==> config.mk <==
export PLATFORM = sky130hd
export DESIGN_NAME = binomial_smooth_3x3
export DESIGN_NICKNAME = d
export VERILOG_FILES = /design/src/rtl/bs3_pkg.sv /design/src/rtl/bs3_front.sv /design/src/rtl/bs3_queue.sv /design/src/rtl/bs3_back.sv /design/src/rtl/binomial_smooth_3x3.sv
export VERILOG_INCLUDE_DIRS = /design/src /design/src/rtl
export SDC_FILE = /design/constraint.sdc
export NUM_CORES = 2
export LEC_CHECK = 0
export BUFFER_PORTS_ARGS = -buffer_cell sky130_fd_sc_hd__buf_4
export CORE_UTILIZATION = 40
export DETAILED_ROUTE_END_ITERATION = 10
export PLACE_DENSITY = 0.64
export SLEW_MARGIN = 20
export SYNTH_ARGS = -nofsm -noshare
export SYNTH_HDL_FRONTEND = slang
export SYNTH_HIERARCHICAL = 1
export SYNTH_MEMORY_MAX_BITS = 65536
export SYNTH_SLANG_ARGS = --single-unit
export TNS_END_PERCENT = 1
==> constraint.sdc <==
create_clock -name clk -period 5.23 [get_ports clk]
set_clock_uncertainty 0.05 [all_clocks]
set_input_delay 1.3075 -clock clk [delete_from_list [all_inputs] [get_ports clk]]
set_output_delay 1.3075 -clock clk [all_outputs]
set_load 0.005 [all_outputs]
==> src/rtl/binomial_smooth_3x3_defines.svh <==
// Assertion macros shared by bs3_front, bs3_queue and bs3_back.
`ifndef BINOMIAL_SMOOTH_3X3_DEFINES_SVH
`define BINOMIAL_SMOOTH_3X3_DEFINES_SVH
`ifndef SYNTHESIS
`define BS3_ASSERT(lbl, prop) \
  lbl: assert property (@(posedge clk) disable iff (!rst_n) prop) \
    else $error("assertion failed");
`define BS3_ASSERT_MSG(lbl, prop, msg) \
  lbl: assert property (@(posedge clk) disable iff (!rst_n) prop) \
    else $error(msg);
`else
`define BS3_ASSERT(lbl, prop)
`define BS3_ASSERT_MSG(lbl, prop, msg)
`endif
`endif

==> src/rtl/bs3_pkg.sv <==
`timescale 1ns / 1ps
package bs3_pkg;

  localparam int MAX_LINE_DEF     = 256;
  localparam int MAX_ROWS_DEF     = 4096;
  localparam int PIX_W            = 8;
  localparam int WIDTH_REG_W      = 9;
  localparam int HEIGHT_REG_W     = 13;
  localparam int CFG_DATA_W       = 13;
  localparam int CFG_IDX_W        = 1;
  localparam int FRAME_WIDTH_RST  = 256;
  localparam int FRAME_HEIGHT_RST = 256;
  localparam int SUM_W            = 12;
  localparam int ROUND_BIAS       = 7;

  localparam logic [CFG_IDX_W-1:0] REG_FRAME_WIDTH  = 1'b0;
  localparam logic [CFG_IDX_W-1:0] REG_FRAME_HEIGHT = 1'b1;

  localparam logic KIND_PIXEL = 1'b0;
  localparam logic KIND_FLUSH = 1'b1;

  localparam int QDEPTH = 4;
  localparam int QAW    = $clog2(QDEPTH);
  localparam int QCW    = $clog2(QDEPTH + 1);

  typedef struct packed {
    logic             kind;
    logic [PIX_W-1:0] pixel_in;
  } in_word_t;

  typedef struct packed {
    logic [PIX_W-1:0] pixel_out;
    logic             row_end;
    logic             frame_end;
  } out_word_t;

  typedef struct packed {
    logic [8:0][PIX_W-1:0] pix;
    logic                  border;
    logic                  row_end;
    logic                  frame_end;
  } win_job_t;

  typedef struct packed {
    logic           not_empty;
    logic [QCW-1:0] level;
  } q_stat_t;

endpackage

==> src/rtl/bs3_front.sv <==
`timescale 1ns / 1ps
`include "binomial_smooth_3x3_defines.svh"
module bs3_front #(
  parameter int MAX_LINE = bs3_pkg::MAX_LINE_DEF,
  parameter int MAX_ROWS = bs3_pkg::MAX_ROWS_DEF
) (
  input  logic                                 clk,
  input  logic                                 rst_n,
  input  logic                                 in_push,
  output logic                                 in_full,
  input  bs3_pkg::in_word_t                    in_word,
  input  logic                                 cfg_wr_en,
  input  logic [bs3_pkg::CFG_IDX_W-1:0]        cfg_index,
  input  logic [bs3_pkg::CFG_DATA_W-1:0]       cfg_wdata,
  input  bs3_pkg::q_stat_t                     q_stat,
  output logic                                 q_push,
  output bs3_pkg::win_job_t                    q_data
);

  localparam int CW = $clog2(MAX_LINE);
  localparam int HW = $clog2(MAX_ROWS);
  localparam int RW = $clog2(MAX_ROWS + 2);
  localparam int PW = bs3_pkg::PIX_W;
  localparam int W_RST_M1 =
    ((bs3_pkg::FRAME_WIDTH_RST > MAX_LINE) ? MAX_LINE : bs3_pkg::FRAME_WIDTH_RST) - 1;
  localparam int H_RST_M1 =
    ((bs3_pkg::FRAME_HEIGHT_RST > MAX_ROWS) ? MAX_ROWS : bs3_pkg::FRAME_HEIGHT_RST) - 1;

  logic [CW-1:0] w_m1_r, w_cfg;
  logic [HW-1:0] h_m1_r, h_cfg;
  logic [CW-1:0] in_col_r, in_col_nxt;
  logic [RW-1:0] in_row_r, in_row_nxt;
  logic [CW-1:0] out_col_r, out_col_nxt;
  logic [HW-1:0] out_row_r, out_row_nxt;

  logic          acc, take, h_reached, emit, col_last;
  logic          o_col_last, o_row_last, border, rend, fend;
  logic [PW-1:0] pix_v;

  logic          s1_valid_r, s1_emit_r, s1_border_r, s1_rend_r, s1_fend_r;
  logic [CW-1:0] s1_addr_r;
  logic [PW-1:0] s1_pix_r;
  logic          byp_r;
  logic [PW-1:0] byp_top_r, byp_mid_r, rd_top_r, rd_mid_r;
  logic [PW-1:0] top_eff, mid_eff;

  logic [PW-1:0] upper_mem [MAX_LINE];
  logic [PW-1:0] middle_mem [MAX_LINE];

  logic [8:0][PW-1:0] win_r, win_nxt;
  logic [bs3_pkg::QCW:0] pending;

  always_comb begin
    int wv;
    int hv;
    wv = int'(cfg_wdata[bs3_pkg::WIDTH_REG_W-1:0]);
    hv = int'(cfg_wdata[bs3_pkg::HEIGHT_REG_W-1:0]);
    if (wv < 1) begin
      wv = 1;
    end else if (wv > MAX_LINE) begin
      wv = MAX_LINE;
    end
    if (hv < 1) begin
      hv = 1;
    end else if (hv > MAX_ROWS) begin
      hv = MAX_ROWS;
    end
    w_cfg = CW'(wv - 1);
    h_cfg = HW'(hv - 1);
  end

  assign pending = (bs3_pkg::QCW + 1)'(q_stat.level) + (bs3_pkg::QCW + 1)'(s1_valid_r);
  assign in_full = pending >= (bs3_pkg::QCW + 1)'(bs3_pkg::QDEPTH);
  assign acc     = in_push && !in_full && !cfg_wr_en;

  assign h_reached = in_row_r > RW'(h_m1_r);
  assign take = acc && ((in_word.kind == bs3_pkg::KIND_FLUSH) ? h_reached : !h_reached);
  assign pix_v = (in_word.kind == bs3_pkg::KIND_FLUSH) ? '0 : in_word.pixel_in;

  assign emit = (in_row_r >= RW'(2)) || ((in_row_r == RW'(1)) && (in_col_r != '0));
  assign col_last   = in_col_r == w_m1_r;
  assign o_col_last = out_col_r == w_m1_r;
  assign o_row_last = out_row_r == h_m1_r;
  assign border = (out_row_r == '0) || o_row_last || (out_col_r == '0) || o_col_last;
  assign rend   = o_col_last;
  assign fend   = o_col_last && o_row_last;

  always_comb begin
    in_col_nxt  = col_last ? '0 : in_col_r + CW'(1);
    in_row_nxt  = col_last ? in_row_r + RW'(1) : in_row_r;
    out_col_nxt = out_col_r;
    out_row_nxt = out_row_r;
    if (emit) begin
      if (fend) begin
        in_col_nxt  = '0;
        in_row_nxt  = '0;
        out_col_nxt = '0;
        out_row_nxt = '0;
      end else if (rend) begin
        out_col_nxt = '0;
        out_row_nxt = out_row_r + HW'(1);
      end else begin
        out_col_nxt = out_col_r + CW'(1);
      end
    end
  end

  always_ff @(posedge clk) begin
    if (!rst_n) begin
      w_m1_r     <= CW'(W_RST_M1);
      h_m1_r     <= HW'(H_RST_M1);
      in_col_r   <= '0;
      in_row_r   <= '0;
      out_col_r  <= '0;
      out_row_r  <= '0;
      s1_valid_r <= 1'b0;
      win_r      <= '0;
    end else begin
      s1_valid_r <= take;
      if (cfg_wr_en) begin
        if (cfg_index == bs3_pkg::REG_FRAME_WIDTH) begin
          w_m1_r <= w_cfg;
        end
        if (cfg_index == bs3_pkg::REG_FRAME_HEIGHT) begin
          h_m1_r <= h_cfg;
        end
        in_col_r  <= '0;
        in_row_r  <= '0;
        out_col_r <= '0;
        out_row_r <= '0;
        win_r     <= '0;
      end else begin
        if (take) begin
          in_col_r  <= in_col_nxt;
          in_row_r  <= in_row_nxt;
          out_col_r <= out_col_nxt;
          out_row_r <= out_row_nxt;
        end
        if (s1_valid_r) begin
          win_r <= win_nxt;
        end
      end
    end
  end

  assign top_eff = byp_r ? byp_top_r : rd_top_r;
  assign mid_eff = byp_r ? byp_mid_r : rd_mid_r;

  always_ff @(posedge clk) begin
    if (take) begin
      s1_addr_r   <= in_col_r;
      s1_pix_r    <= pix_v;
      s1_emit_r   <= emit;
      s1_border_r <= border;
      s1_rend_r   <= rend;
      s1_fend_r   <= fend;
      rd_top_r    <= upper_mem[in_col_r];
      rd_mid_r    <= middle_mem[in_col_r];
      byp_r       <= s1_valid_r && (s1_addr_r == in_col_r);
      byp_top_r   <= mid_eff;
      byp_mid_r   <= s1_pix_r;
    end
    if (s1_valid_r) begin
      upper_mem[s1_addr_r]  <= mid_eff;
      middle_mem[s1_addr_r] <= s1_pix_r;
    end
  end

  always_comb begin
    win_nxt    = win_r;
    win_nxt[0] = win_r[1];
    win_nxt[1] = win_r[2];
    win_nxt[3] = win_r[4];
    win_nxt[4] = win_r[5];
    win_nxt[6] = win_r[7];
    win_nxt[7] = win_r[8];
    win_nxt[2] = top_eff;
    win_nxt[5] = mid_eff;
    win_nxt[8] = s1_pix_r;
  end

  assign q_push           = s1_valid_r && s1_emit_r;
  assign q_data.pix       = win_nxt;
  assign q_data.border    = s1_border_r;
  assign q_data.row_end   = s1_rend_r;
  assign q_data.frame_end = s1_fend_r;

  `BS3_ASSERT(a_bypass_column_zero, s1_valid_r && byp_r |-> s1_addr_r == '0)
  `BS3_ASSERT(a_frame_end_rewinds, take && emit && fend |=> in_row_r == '0 && out_row_r == '0)
  `BS3_ASSERT_MSG(a_no_overrun, q_push |-> q_stat.level < bs3_pkg::QCW'(bs3_pkg::QDEPTH),
                  "job queue overrun")

endmodule

==> src/rtl/bs3_queue.sv <==
`timescale 1ns / 1ps
`include "binomial_smooth_3x3_defines.svh"
module bs3_queue (
  input  logic              clk,
  input  logic              rst_n,
  input  logic              push,
  input  bs3_pkg::win_job_t push_data,
  input  logic              pop,
  output bs3_pkg::win_job_t head_data,
  output bs3_pkg::q_stat_t  stat
);

  bs3_pkg::win_job_t         mem_r [bs3_pkg::QDEPTH];
  logic [bs3_pkg::QAW-1:0]   wr_ptr_r, rd_ptr_r;
  logic [bs3_pkg::QCW-1:0]   level_r;

  always_ff @(posedge clk) begin
    if (!rst_n) begin
      wr_ptr_r <= '0;
      rd_ptr_r <= '0;
      level_r  <= '0;
    end else begin
      if (push) begin
        wr_ptr_r <= (wr_ptr_r == bs3_pkg::QAW'(bs3_pkg::QDEPTH - 1)) ?
                    '0 : wr_ptr_r + bs3_pkg::QAW'(1);
      end
      if (pop) begin
        rd_ptr_r <= (rd_ptr_r == bs3_pkg::QAW'(bs3_pkg::QDEPTH - 1)) ?
                    '0 : rd_ptr_r + bs3_pkg::QAW'(1);
      end
      if (push && !pop) begin
        level_r <= level_r + bs3_pkg::QCW'(1);
      end else if (pop && !push) begin
        level_r <= level_r - bs3_pkg::QCW'(1);
      end
    end
  end

  always_ff @(posedge clk) begin
    if (push) begin
      mem_r[wr_ptr_r] <= push_data;
    end
  end

  assign head_data      = mem_r[rd_ptr_r];
  assign stat.not_empty = level_r != '0;
  assign stat.level     = level_r;

  `BS3_ASSERT_MSG(a_pop_nonempty, pop |-> level_r != '0, "pop from empty job queue")
  `BS3_ASSERT(a_ptr_level_agree, level_r == '0 |-> wr_ptr_r == rd_ptr_r)

endmodule

==> src/rtl/bs3_back.sv <==
`timescale 1ns / 1ps
`include "binomial_smooth_3x3_defines.svh"
module bs3_back (
  input  logic               clk,
  input  logic               rst_n,
  input  bs3_pkg::q_stat_t   q_stat,
  input  bs3_pkg::win_job_t  q_head,
  output logic               q_pop,
  output logic               out_empty,
  input  logic               out_pop,
  output bs3_pkg::out_word_t out_word
);

  localparam int SW = bs3_pkg::SUM_W;

  logic                      out_valid_r;
  bs3_pkg::out_word_t        out_word_r, out_word_nxt;
  logic [SW-1:0]             sum;

  assign q_pop = q_stat.not_empty && (!out_valid_r || out_pop);

  assign sum = SW'(q_head.pix[0]) + SW'({q_head.pix[1], 1'b0})
             + SW'(q_head.pix[2]) + SW'({q_head.pix[3], 1'b0})
             + SW'({q_head.pix[4], 2'b00}) + SW'({q_head.pix[5], 1'b0})
             + SW'(q_head.pix[6]) + SW'({q_head.pix[7], 1'b0})
             + SW'(q_head.pix[8]) + SW'(bs3_pkg::ROUND_BIAS);

  always_comb begin
    out_word_nxt.pixel_out = q_head.border ? q_head.pix[4] : sum[SW-1:4];
    out_word_nxt.row_end   = q_head.row_end;
    out_word_nxt.frame_end = q_head.frame_end;
  end

  always_ff @(posedge clk) begin
    if (!rst_n) begin
      out_valid_r <= 1'b0;
    end else if (q_pop) begin
      out_valid_r <= 1'b1;
    end else if (out_pop) begin
      out_valid_r <= 1'b0;
    end
  end

  always_ff @(posedge clk) begin
    if (q_pop) begin
      out_word_r <= out_word_nxt;
    end
  end

  assign out_empty = !out_valid_r;
  assign out_word  = out_word_r;

  `BS3_ASSERT(a_frame_end_is_row_end, out_valid_r && out_word_r.frame_end |-> out_word_r.row_end)

endmodule

==> src/rtl/binomial_smooth_3x3.sv <==
// 3x3 binomial smoothing of a raster pixel stream (1-2-1 by 1-2-1 kernel).
// Input queue port: push/full with in_word {kind, pixel_in}; a word goes in
// when push is high and full is low. Pixel words carry the frame in raster
// order; flush words follow the last pixel and push out what is pending.
// Result queue port: empty/pop with out_word {pixel_out, row_end, frame_end};
// the head word is valid while empty is low and leaves when pop is high.
// Config port: cfg_wr_en/cfg_index/cfg_wdata; index 0 frame width, 1 frame
// height. A write restarts the frame; write only while the block is idle.
// Throughput: one word per clock while full is low, limited by the line-store
// port (one read and one write per clock). The result for pixel k comes out
// with the word k+width+1, so width+1 flush words drain a frame; that word's
// result passes the stage-1 register, the job queue and the output register.
// Border pixels pass unchanged; interior pixels get (sum+7)/16.
// Reset (rst_n low, synchronous) empties both queues, clears counters and
// the window and sets width and height to 256 (capped at MAX_LINE/MAX_ROWS).
// When the receiver stalls, results wait in a 4-entry job queue and the
// output register; full rises when they would overflow.
`timescale 1ns / 1ps
module binomial_smooth_3x3 #(
  parameter int MAX_LINE = bs3_pkg::MAX_LINE_DEF,
  parameter int MAX_ROWS = bs3_pkg::MAX_ROWS_DEF
) (
  input  logic                           clk,
  input  logic                           rst_n,
  input  logic                           in_push,
  output logic                           in_full,
  input  bs3_pkg::in_word_t              in_word,
  output logic                           out_empty,
  input  logic                           out_pop,
  output bs3_pkg::out_word_t             out_word,
  input  logic                           cfg_wr_en,
  input  logic [bs3_pkg::CFG_IDX_W-1:0]  cfg_index,
  input  logic [bs3_pkg::CFG_DATA_W-1:0] cfg_wdata
);

  logic              q_push, q_pop;
  bs3_pkg::win_job_t q_wdata, q_head;
  bs3_pkg::q_stat_t  q_stat;

  bs3_front #(
    .MAX_LINE (MAX_LINE),
    .MAX_ROWS (MAX_ROWS)
  ) u_front (
    .clk       (clk),
    .rst_n     (rst_n),
    .in_push   (in_push),
    .in_full   (in_full),
    .in_word   (in_word),
    .cfg_wr_en (cfg_wr_en),
    .cfg_index (cfg_index),
    .cfg_wdata (cfg_wdata),
    .q_stat    (q_stat),
    .q_push    (q_push),
    .q_data    (q_wdata)
  );

  bs3_queue u_queue (
    .clk       (clk),
    .rst_n     (rst_n),
    .push      (q_push),
    .push_data (q_wdata),
    .pop       (q_pop),
    .head_data (q_head),
    .stat      (q_stat)
  );

  bs3_back u_back (
    .clk       (clk),
    .rst_n     (rst_n),
    .q_stat    (q_stat),
    .q_head    (q_head),
    .q_pop     (q_pop),
    .out_empty (out_empty),
    .out_pop   (out_pop),
    .out_word  (out_word)
  );

endmodule

# Word level (Yosys, flattened, before mapping)
# Memory sizes are Yosys's and may differ from the RTL's. A register that Yosys moved wholly into a read port is not among the register bits.
# Index checks and enable logic that the tools add are counted.
# W data, S select, Z words.
# word_totals
register_bits	165
ram_bits	4396
inputBits	28
out_inout_bits	12
wordCells	131
memories	3
# memory_table
memory	depth	word_bits	rd	rd_ports_with_merged_regs	write_ports	line	text
u_front.middle_mem	256	8	1	1	1	bs3_front.sv:48	logic [PW-1:0] middle_mem [MAX_LINE];
u_front.upper_mem	256	8	1	1	1	bs3_front.sv:47	logic [PW-1:0] upper_mem [MAX_LINE];
u_queue.mem_r	4	75	1	1	1	bs3_queue.sv:13	bs3_pkg::win_job_t mem_r [bs3_pkg::QDEPTH];
# classes
add_sub_neg	20
order_cmp	7
eq_ne	7
n_mux	30
n_bitwise	2
reduce_logical	33
# ops
op	count
$mux W8	10
$mux W12	4
$mux W13	3
$add A12 B8 Y12	3
$add A12 B9 Y12	3
$eq A8 B8 Y1	3
$add A8 B1 Y8 const B	2
$add A13 B1 Y13 const B	1
$eq A13 B1 Y1 const B	1
$ge A13 B2 Y1 const B	1
$gt A13 B12 Y1	1
$gt A13 B13 Y1 const B	1
$lt A13 B1 Y1 const B	1
$add A12 B1 Y12 const B	1
$add A12 B10 Y12	1
$add A12 B3 Y12 const B	1
$eq A12 B12 Y1	1
$logic_not A12 Y1	1
$sub A12 B2 Y12 const B	1
$add A8 B9 Y10	1
$logic_and A1 B1 Y1	10
$gt A9 B9 Y1 const B	1
$lt A9 B1 Y1 const B	1
$logic_not A8 Y1	1
19 further kinds	45

# Logic depth before layout (Yosys ltp)
# depth
ltp_word	10
mapped_depth	23
mapped_depth_nobuf	22

# Hierarchy
# Netlist, hierarchy kept.
# modules_own_cells
module	instances	cells_each	area_per_inst_um2	seq_area_each_um2
bs3_front	1	7913	165169.7	126791.6
bs3_queue	1	434	11269.6	9188.8
bs3_back	1	229	2404.8	320.3

# Worst setup path before layout
# Ideal clock, no wire load.
# synth_timing
kind	reg-to-reg
startpoint	register with a tool-made name
endpoint	register u_back.out_word_r, in the netlist u_back/out_word[9], data pin
t_arrival_ns	5.316
required_time_ns	4.925
path_slack_ns	-0.391
path_stages_with_launch	24
path_buffers	1
period_less_slack_ns	5.621
cell_sequence	dfxtp_1 > clkbuf_1 > mux4_2 > inv_1 > fa_1 > inv_1 > ha_1 > fa_1 > a21o_1 > a21oi_1 > o21ai_1 > a31oi_1 > o21bai_1 > fa_1 > inv_1 > fa_1 > inv_1 > ha_1 > ha_1 > nand4_2 > nor2_1 > nor4_4 > mux2i_1 > nand2_1
# synth_lines
item	line	text
end signal, assigned	bs3_back.sv:46	out_word_r <= out_word_nxt;
end, declared	bs3_back.sv:17	bs3_pkg::out_word_t out_word_r, out_word_nxt;

==> reports/qor.yml <==
power_and_ir_drop:
  p_sw_uw: 22000
  p_clk_frac: 0.362
  power_frac_comb: 0.171
  seqPwrFrac: 0.467
  ir_drop_mv: 1.88
  leakagePower_uw: 0.0626
  finalPower_uw: 87100
  sw_frac_of_total: 0.253
  power.density_nw_per_um2: 425
  p_int_uw: 65100
worst_setup_path:
  cp-start-kind: "flop"
  crit_fanout: 9
  crit_path_cell_trace: "buf_12 > mux4_2 > fa_1 > ha_4 > or2_4 > a21oi_2 > a31oi_2 > xnor2_1 > ha_1 > inv_2 > fa_1 > fa_1 > inv_2 > ha_4 > ha_4 > nand4_4 > nor2_4 > nor4_4 > mux2i_1 > nand2_1"
  crit_required_ps: 5910
  slowest_delay_ps: 630
  crit_path_end: "u_back/out_word[9]"
  endpoint_kind: "flop"
  reg2reg_to: "u_back/out_word[9]"
  crit_path_top_delay_cell: "fa_1"
  crit_type: "reg2reg"
  reg2reg_depth: 20
  cp.arrival_ps: 6130
  r2r_slack_ps: -220
synthesis:
  muxShareOfSynthArea: 0.151
  synthesis.nets: 8708
  synth_seq_area_share: 0.762
  synth-xor-area-share: 0.00284
  yosysTopAreaCell: "edfxtp_1"
  netlist_area_sq_um: 179000
  synth_area_leaders: "edfxtp_1 (75%), mux4_2 (13%), mux2i_1 (2.1%), dfxtp_1 (1.3%), nor2_1 (0.87%)"
  synthDistinctLibCells: 96
  synth-simple-area-share: 0.0258
  synth-adder-area-share: 0.00929
  synthFlopType: "edfxtp_1"
  synth_top_area_share: 0.749
  ys_ff_latch: 4579
  synth_commonest_cells: "edfxtp_1 (4,459), mux4_2 (1,018), nor2_1 (413)"
  synthMostInstantiatedCell: "edfxtp_1"
  synth_compound_area_frac: 0.0313
  yosys_warnings: 6
  async_reset_ff_frac: 0
  synth_cells: 8576
  synth_top_family_by_area: "multiplexers"
  syn_avg_cell_area_sq_um: 20.9
  synth_edf_count: 4459
cells_and_area:
  fin_util: 0.460
  drive_above_1_share: 0.264
  final_area_sq_um: 205000
  syn2layout_area_growth_pct: 14.5
  nets: 9377
outcome:
  violations: "negative setup slack"
  status: "finished, violations left"
place:
  post-place-ws_ps: -476
  place.gp.congestion: 0.873
  dpl-instance-area_sq_um: 190000
  port_buffers: 39
  hpwlAfterDp_um: 303000
timing:
  setup_ws_ps: -221
  fmax_ghz: 0.183
  setup_violations: 3
  fin_crit_ps: 5450
  grt_setup_unrepaired: "true"
  worstMarginPinSlew_ps: 1340
  maxSlewViolCount: 0
  slew_headroom: 0.106
  hold_viol: 0
  tns_ps: -629
  period_share: 1.04
clocking:
  cts_tree: "done"
  clockRootBuffer: "clkbuf_16"
  clk_pin_slew_ps: 60
  clk_path_buf_depth: 4
  clk_latency_ps: 1000
  hold_buffers: 0
  cts-buffers-inserted: 448
  cts_sinks: 4579
  h-tree-depth: 5
grt:
  grt_pass1_vias: 92074
  grt_usage: 0.219
  antenna_found_initial: 20
  grt_max_degree: 186
  grt_overflow: 0
  grt_pass1_wl_um: 706000
hold_path:
  hold_class: "reg2reg"
routing:
  routedLengthMet1_um: 192000
  wirelength_um: 503000
  drc_errors: 0
  vias: 93279
  ant_nets: 0
  top_layer: "met5"
  routedWlPerCell_um: 32.3
  dr.pass1.iters: 6
  vias_per_cell: 6.00
  wl_met3_um: 53000
  dr_wl_met2_um: 234000
  drt_iter0_drc: 12512
floorplanning:
  die_area_sq_um: 450000
  fp.dieH_um: 671
  rows: 245
  core_sq_um: 445000
  io_pins: 40
  floorplan.initialDensity: 0.402
  die_x_um: 671
run:
  cap_violations: 0
metrics by stage:
step	instances	hold WS [ps]
2_1_floorplan	8576	353
3_3_place_gp	14712	424
3_5_place_dp	14716	447
4_1_cts	15542	458
5_1_grt	15548	474
6_report	15559	460
worst min-delay path by stage:
stage / cells after the start / endpoint / from
floorplan: 0 / u_front/s1_addr_r[2] / u_front/in_col_r[2]
global placement: 0 / u_queue/mem_r[2][51] / u_front/q_data[51]
detailed placement: 0 / u_queue/mem_r[0][51] / u_front/q_data[51]
CTS: 0 / u_queue/mem_r[2][27] / u_front/q_data[27]
global route: 0 / u_queue/mem_r[0][27] / u_front/q_data[27]
finish: 0 / u_queue/mem_r[2][27] / u_front/q_data[27]
cell usage in the layout (no fill, tap or decap), drive strengths merged, types with 40 or more instances in the layout:
| cell | synthesis | final |
|---|---|---|
| o221ai | 43 | 43 |
| mux2i | 380 | 380 |
| buf | 318 | 712 |
| o21ai | 110 | 110 |
| clkinv | 2 | 217 |
| ha | 56 | 56 |
| a211oi | 49 | 49 |
| o22ai | 64 | 64 |
| edfxtp | 4459 | 4459 |
| fa | 48 | 48 |
| nor2 | 414 | 414 |
| clkbuf | 175 | 551 |
| inv | 96 | 109 |
| a21oi | 167 | 167 |
| a22oi | 108 | 108 |
| mux4 | 1018 | 1018 |
| xor2 | 40 | 40 |
| a221oi | 48 | 48 |
| dfxtp | 120 | 120 |
| nand2 | 268 | 268 |
| nor3 | 42 | 42 |
| nand3 | 62 | 62 |
worst max-delay path: cells and delay by family (launching register included):
family,cells,cell delay [ps]
AOI/OAI and AO/OA,2,220
muxes,2,750
DFF,1,390
buffers and inverters,3,270
xor gates and xnor gates,1,200
adders and majority gates,7,2550
and+or+nand+nor,5,790
cell families (layout without fill, tap and decap cells):
family	count (synthesis)	after routing
buf+inv	591	1634
xor+xnor	58	58
other cells	0	12
flops	4579	4579
mux	1424	1424
compound gates	811	811
fa+ha+maj	104	104
simple gates	1009	1009
power by group through the flow:
stage                     logic [uW]  clock network [uW]  registers (uW)
after global placement         14300                   0           41400
after global routing           16400               33200           40600
after floorplan                10600                   0           41600
after CTS                      14800               31900           40600
after detailed placement       14500                   0           41400
final                          14900               31600           40600
metal layers:
metal	vias up	global-route usage
met4	8	0.0900
met5	-	0
met3	987	0.0470
met1	49819	0.299
li1	36976	-
met2	5489	0.342
cell type report:
class                      count  area, sq um
antenna                       12         30.0
clock buffer                 551        11700
clock inverter               273         2580
fill                       36726       240000
inverter                      98          378
multi-input combinational   3406        40000
sequential                  4579       136000
tap                         5928         7420
timing repair buffer         712         6300
registers in the layout, indices dropped and copies added, names as in the netlist, 10 cells and up, named ones only:
register	count
u_front/h_m1_r	12
u_queue/mem_r	300
u_front/out_row_r	12
u_front/upper_mem	2048
u_front/in_row_r	13
u_front/middle_mem	2048
u_back/out_word	10
u_front/q_data	48
what timing repair did:
item	CTS	global route
pin swaps	4	3
setup endpoints to repair	6	6
endpoints found under the hold margin	0	0
buffers inserted	2	0
resized for setup	12	5
Note: power is estimated with default switching activity, not from simulation.
